## src/rtl/core/jpq_pkg.sv

```systemverilog
// Shared definitions for the job priority queue: table depth, field widths,
// command and status codes, and the structs passed along the cell chains.
// Depends on nothing; every other file refers to it by scoped names.
`timescale 1ns / 1ps

package jpq_pkg;

	localparam int TABLE_DEPTH = 64;
	localparam int SLOT_W      = (TABLE_DEPTH > 1) ? $clog2(TABLE_DEPTH) : 1;
	localparam int PRIO_W      = 16;
	localparam int STAGE_W     = 2;
	localparam int TAG_W       = 32;
	localparam int SEQ_W       = 32;
	localparam int KEY_W       = PRIO_W + STAGE_W + SEQ_W + SLOT_W;

	typedef enum logic [1:0] {
		CMD_ENQUEUE = 2'd0,
		CMD_POP     = 2'd1,
		CMD_CLEAR   = 2'd2,
		CMD_IDLE    = 2'd3
	} cmd_t;

	typedef enum logic [1:0] {
		STATUS_OK    = 2'd0,
		STATUS_FULL  = 2'd1,
		STATUS_EMPTY = 2'd2
	} status_t;

	typedef struct packed {
		logic [PRIO_W-1:0]  priority_v;
		logic [STAGE_W-1:0] stage;
		logic [SEQ_W-1:0]   sequence_v;
		logic [SLOT_W-1:0]  slot;
		logic [TAG_W-1:0]   tag;
	} job_t;

	typedef struct packed {
		logic valid;
		job_t job;
	} job_entry_t;

	typedef struct packed {
		logic valid;
		logic [SLOT_W-1:0] slot;
	} slot_entry_t;

	typedef struct packed {
		logic insert;
		logic pop;
		logic clear;
	} job_ctrl_t;

	typedef struct packed {
		logic take;
		logic give;
		logic refill;
	} slot_ctrl_t;

	function automatic logic [KEY_W-1:0] job_key(input job_t j);
		return {j.priority_v, j.stage, j.sequence_v, j.slot};
	endfunction

endpackage

```

## src/rtl/core/jpq_job_cell.sv

```systemverilog
// One cell of the sorted job chain; the chain keeps valid jobs in ascending
// key order from cell zero. Depends on jpq_pkg.
`timescale 1ns / 1ps

module jpq_job_cell (
	input  logic               clk,
	input  logic               arst_n,
	input  jpq_pkg::job_ctrl_t ctrl,
	input  jpq_pkg::job_t      new_job,
	input  jpq_pkg::job_entry_t prev_entry,
	input  logic               prev_gt,
	input  jpq_pkg::job_entry_t next_entry,
	output jpq_pkg::job_entry_t entry,
	output logic               gt
);

	logic                valid_q;
	jpq_pkg::job_t       job_q;
	jpq_pkg::job_entry_t entry_d;
	logic                load;

	assign entry = '{valid: valid_q, job: job_q};
	assign gt = !valid_q || (jpq_pkg::job_key(new_job) < jpq_pkg::job_key(job_q));

	always_comb begin
		entry_d = entry;
		load    = 1'b0;
		if (ctrl.clear) begin
			entry_d.valid = 1'b0;
		end else if (ctrl.pop) begin
			entry_d = next_entry;
			load    = 1'b1;
		end else if (ctrl.insert && gt) begin
			load = 1'b1;
			if (prev_gt) begin
				entry_d = prev_entry;
			end else begin
				entry_d = '{valid: 1'b1, job: new_job};
			end
		end
	end

	always_ff @(posedge clk or negedge arst_n) begin
		if (!arst_n) begin
			valid_q <= 1'b0;
		end else begin
			valid_q <= entry_d.valid;
		end
	end

	always_ff @(posedge clk) begin
		if (load) begin
			job_q <= entry_d.job;
		end
	end

endmodule

```

## config.mk

```make
export PLATFORM = sky130hd
export DESIGN_NAME = jpq_job_cell
export DESIGN_NICKNAME = d
export VERILOG_FILES = /design/src/rtl/core/jpq_pkg.sv /design/src/rtl/core/jpq_job_cell.sv
export SDC_FILE = /design/constraint.sdc
export NUM_CORES = 1
export LEC_CHECK = 0
export BUFFER_PORTS_ARGS = -buffer_cell sky130_fd_sc_hd__buf_2
export CAP_MARGIN = 10
export CORE_AREA = 2 2 140 142
export DETAILED_ROUTE_END_ITERATION = 16
export DIE_AREA = 0 0 142 144
export PLACE_DENSITY_LB_ADDON = 0.2
export SYNTH_ARGS = -nofsm -noshare
export SYNTH_HDL_FRONTEND = slang
export SYNTH_SLANG_ARGS = --single-unit
```

## constraint.sdc

```tcl
create_clock -name clk -period 5.48 [get_ports clk]
set_clock_uncertainty 0.1 [all_clocks]
set_input_delay 0.274 -clock clk [delete_from_list [all_inputs] [get_ports clk]]
set_output_delay 0.274 -clock clk [all_outputs]
set_load 0.01 [all_outputs]
```

# Word-level counts from Yosys, hierarchy flattened

Cells that the tools add are included.

Add/sub/neg operators: 0
Multiply operators: 0
Divide/modulo/power cells: 0
$lt $le $gt $ge: 1
Equal/unequal tests: 0
Shift-type cells: 0
Multiplexer cells: 7
Bitwise gates (word level): 1
Reductions and logical operators: 6

Operator list:

| operator            | number |
|---|---|
| $mux W89            | 3 |
| $lt A56 B56 Y1      | 1 |
| $mux W1             | 4 |
| $reduce_and A3 Y1   | 1 |
| $reduce_bool A3 Y1  | 1 |
| $reduce_bool A2 Y1  | 1 |
| $logic_and A1 B1 Y1 | 1 |
| $logic_not A1 Y1    | 1 |
| $logic_or A1 B1 Y1  | 1 |
| $not A1 Y1          | 1 |

Bits in registers: 89
Latch bits: 0
Memory bits (writable): 0
Memory bits (read-only): 0
Bits of input ports: 272
Memories kept: 0

# Depth between registers and ports, before layout

Word-level depth: 7
Depth in mapped cells: 8
Depth with buffers taken out: 8

# Worst setup path after synthesis

Ideal clock, no wire load.

Path type: register -> register
Start: register job_q (netlist bit entry[77])
End: register job_q (netlist bit entry[0]), enable pin
Library setup time: 0.461 ns
Data arrival time: 3.805 ns
Setup slack: 1.114 ns
Stages on the path, launching flop included: 9
Path through: edfxtp_1 > inv_1 > ha_1 > a21o_1 > a21o_1 > a221oi_1 > o2bb2ai_1 > nor3_2 > a32o_1

Longest elaborated chain between the ends: 7

RTL lines:

| what                                   | line               | RTL |
|---|---|---|
| start: declaration                     | jpq_job_cell.sv:18 | `jpq_pkg::job_t job_q;` |
| start signal: assignment               | jpq_job_cell.sv:53 | `job_q <= entry_d.job;` |
| $lt A56 B56 Y1 (*)                     | jpq_job_cell.sv:23 | `assign gt = !valid_q \|\| (jpq_pkg::job_key(new_job) < jpq_pkg::job_key(job_q));` |
| $logic_or A1 B1 Y1 (*)                 | jpq_job_cell.sv:23 |  |
| $logic_and A1 B1 Y1 (*)                | jpq_job_cell.sv:33 | `end else if (ctrl.insert && gt) begin` |
| $mux W1                                | jpq_job_cell.sv:33 |  |
| $mux W1                                | jpq_job_cell.sv:30 | `end else if (ctrl.pop) begin` |
| $mux W1                                | jpq_job_cell.sv:28 | `if (ctrl.clear) begin` |
| $reduce_and A3 Y1 (no source line) (*) | -                  |  |

Mark *: on every way between the ends. The rest lies on a longest branch, timed or not.
A chain may end at the register's enable or synchronous reset.

# Final worst setup path

Start: register job_q (netlist bit entry[47])
End: register job_q (netlist bit entry[29]), enable pin

Same word-level chain as after synthesis.

==> results_dict.tcl <==
set metrics [dict create \
    relSlewSlack 0.3160 \
    grt_use_met3 0.05596 \
    place_congestion 0.7954 \
    synth_edf_count 88 \
    cts_tree "yes" \
    die_height_um 144 \
    clock_path_buffers 2 \
    final_core_util 0.4321 \
    tns_ps 0 \
    final_max_slew_viol_count 0 \
    n_fill_cell 1891 \
    synth_nets 921 \
    tightest_slew_ps 1026 \
    finalHoldViolCount 0 \
    worst-endpoint-arrival_ps 3060 \
    cts.sinks 89 \
    timing.fmax_ghz 0.3168 \
    synthesis.area_um2 5924 \
    drt_iter0_drc 174 \
    initial_core_util 0.3105 \
    finalNetCount 1268 \
    finalSetupViolations 0 \
    reg2reg_setup_slack_ps 2320 \
    synthDistinctLibCells 34 \
    rr_worst_depth 9 \
    hp-class "input pin to flop" \
    critPathRequiredTime_ps 5380 \
    drv_cap 0 \
    peakVddDrop_uv 171.9 \
    drc 0 \
    grt_use_met2 0.3049 \
    drive_gt1_frac 0.4080 \
    grt_max_degree 125 \
    grtUsageMet1 0.2032 \
    drt-total-wl_um 18210 \
    run_status "completed" \
    cts_htree_levels 3 \
    die_area_um2 20450 \
    vias 5400 \
    synth_warnings 0 \
    core-area_um2 19080 \
    antenna_found_initial 3 \
    grt_pass1_vias 5180 \
    period_minus_slack_ps 3156 \
    powerDensity_nw_per_um2 233.8 \
    dr.pass1.iters 4 \
    num_io_pins 362 \
    async_flop_share 0.01124 \
    crit_type "flop to flop" \
    crit_path_end_kind "flop" \
    port_buffers 361 \
    grt_pass1_wl_um 27050 \
    reg2reg_from "entry[47]" \
    synth_cells 594 \
    area_growth_pct 39.16 \
    startpoint_type "flop" \
    cts-resized-gates 0 \
    die_w_um 142 \
    p_leak_nw 4.234 \
    postSynthAreaPerCell_um2 9.974 \
    rows 51 \
    min_period_over_period 0.5760 \
    cts.clk_slew.worst_paths_ps 70 \
    clk_latency_ps 350 \
    ys_seq_area_frac 0.4503 \
    hold_path_startpoint "next_entry[54]" \
    numCtsBuffers 9 \
    via_per_inst 4.553 \
    routedWlPerCell_um 15.35 \
    synth_top_flop_cell "edfxtp_1" \
    hold_end "entry[54]" \
    grt_usage 0.1743 \
    yosys_register_bits 89 \
    gr-total-overflow 0 \
    worstPathMaxFanout 30 \
    grt_busiest_layer "met2" \
    dpl.hpwl_um 14930 \
    hold-path-cell-count 3 \
    r2r_end "entry[29]" \
    root_buffer "clkbuf_16" \
    ant_nets 0 \
    rsz0062_at_grt "no" \
]
[cell families after synthesis]
kind of cell,Yosys count,synth area share
adder cells (fa/ha/maj),55,0.1162
flip-flops,89,0.4503
buffers and inverters,92,0.06357
AO/OA/AOI/OAI,138,0.1276
multiplexers,88,0.1487
AND/OR/NAND/NOR,132,0.09377
[report_power, final]
part | switching [W] | internal (W) | total, W
registers | 0.0000216 | 0.000825 | 0.000847
logic | 0.000246 | 0.000209 | 0.000455
clock network | 0.000273 | 0.000353 | 0.000626
total | 0.000541 | 0.00139 | 0.00193
[cells in the mapped netlist, types with 7 or more instances]
| cell type | number | area (um^2) |
|---|---|---|
| edfxtp_1 | 88 | 2643 |
| nand2_1 | 105 | 394.1 |
| clkbuf_1 | 17 | 63.81 |
| a21oi_1 | 19 | 95.09 |
| a21o_1 | 8 | 60.06 |
| buf_2 | 10 | 50.05 |
| ha_1 | 55 | 688.2 |
| o21ai_0 | 96 | 480.5 |
| inv_1 | 61 | 229.0 |
| mux2i_1 | 88 | 880.8 |
| nand4_1 | 7 | 43.79 |
[layer usage]
layer  up-vias  routed length, um
li1       2816                  -
met1      2315               7387
met2       238               8915
met3        29               1500
met4         2                398
met5         -                  7
[cells in the final DEF (no fill, tap or decap), drive strengths merged]
cell         netlist  final
a211o              1      1
a211oi             3      3
a21o               8      8
a21oi             19     19
a221oi             2      2
a22oi              1      1
a31oi              2      2
a32o               1      1
and2               1      1
and2b              1      1
and4               1      1
buf               14    366
bufinv             0      1
clkbuf            17      9
clkinv             0      3
clkinvlp           0      2
dfrtp              1      1
diode              0      2
dlygate4sd3        0      1
edfxtp            88     88
ha                55     55
inv               61     62
mux2i             88     88
nand2            105    105
nand2b             1      1
nand3              4      4
nand4              7      7
nor2               4      4
nor2b              2      2
nor3               6      6
o21a               2      2
o21ai             96     96
o221ai             1      1
o22a               1      1
o2bb2ai            1      1
[final cells by class]
type	count	area [um^2]	share of cell area
tap	238	297.8	0.03612
inverter	61	229.0	0.02777
timing repair buffer	367	1859	0.2255
sequential	89	2668	0.3236
multi-input combinational	413	2892	0.3507
clock inverter	7	68.82	0.008347
clock buffer	9	225.2	0.02732
antenna	2	5.005	0.0006071
[state kept, by name, indices dropped and copies added (netlist names)]
name / count
entry: 88
valid_q: 1
[through the flow]
step | instances | power (W) | setup slack, ps | hold slack, ps | cell area [um^2]
floorplan | 594 | 0.001103 | 1114 | -121.6 | 5924
global placement | 1167 | 0.001323 | 2243 | -50.14 | 7935
detailed placement | 1167 | 0.001325 | 2182 | -49.20 | 7935
CTS | 1184 | 0.001960 | 2215 | 90.32 | 8239
global route | 1185 | 0.002050 | 2045 | 85.77 | 8242
finish | 1186 | 0.001928 | 2324 | 104.0 | 8244
[worst max-delay path by stage]
stage	startpoint	to	slack, ps	cells past startpoint
6_report	entry[47]	entry[29]	2320	9
2_1_floorplan	entry[77]	entry[0]	1110	8
3_5_place_dp	new_job[77]	entry[29]	2180	9
4_1_cts	entry[77]	entry[29]	2210	9
3_3_place_gp	new_job[77]	entry[25]	2240	9
5_1_grt	entry[73]	entry[80]	2040	9
[critical path, stage by stage (launching register included)]
cell and delay [ps]:
edfxtp_1 380, inv_1 70, ha_1 230, a21oi_1 150, o21ai_0 140, a221oi_1 390
a211oi_1 160, nor3_2 190, a32o_4 530, buf_4 440
[timing repair]
item / in CTS / in global routing
hold endpoints to repair: 1 / 0
setup buffers: 0 / 0
hold buffers: 1 / 0
Note: power is estimated with default switching activity, not from simulation.
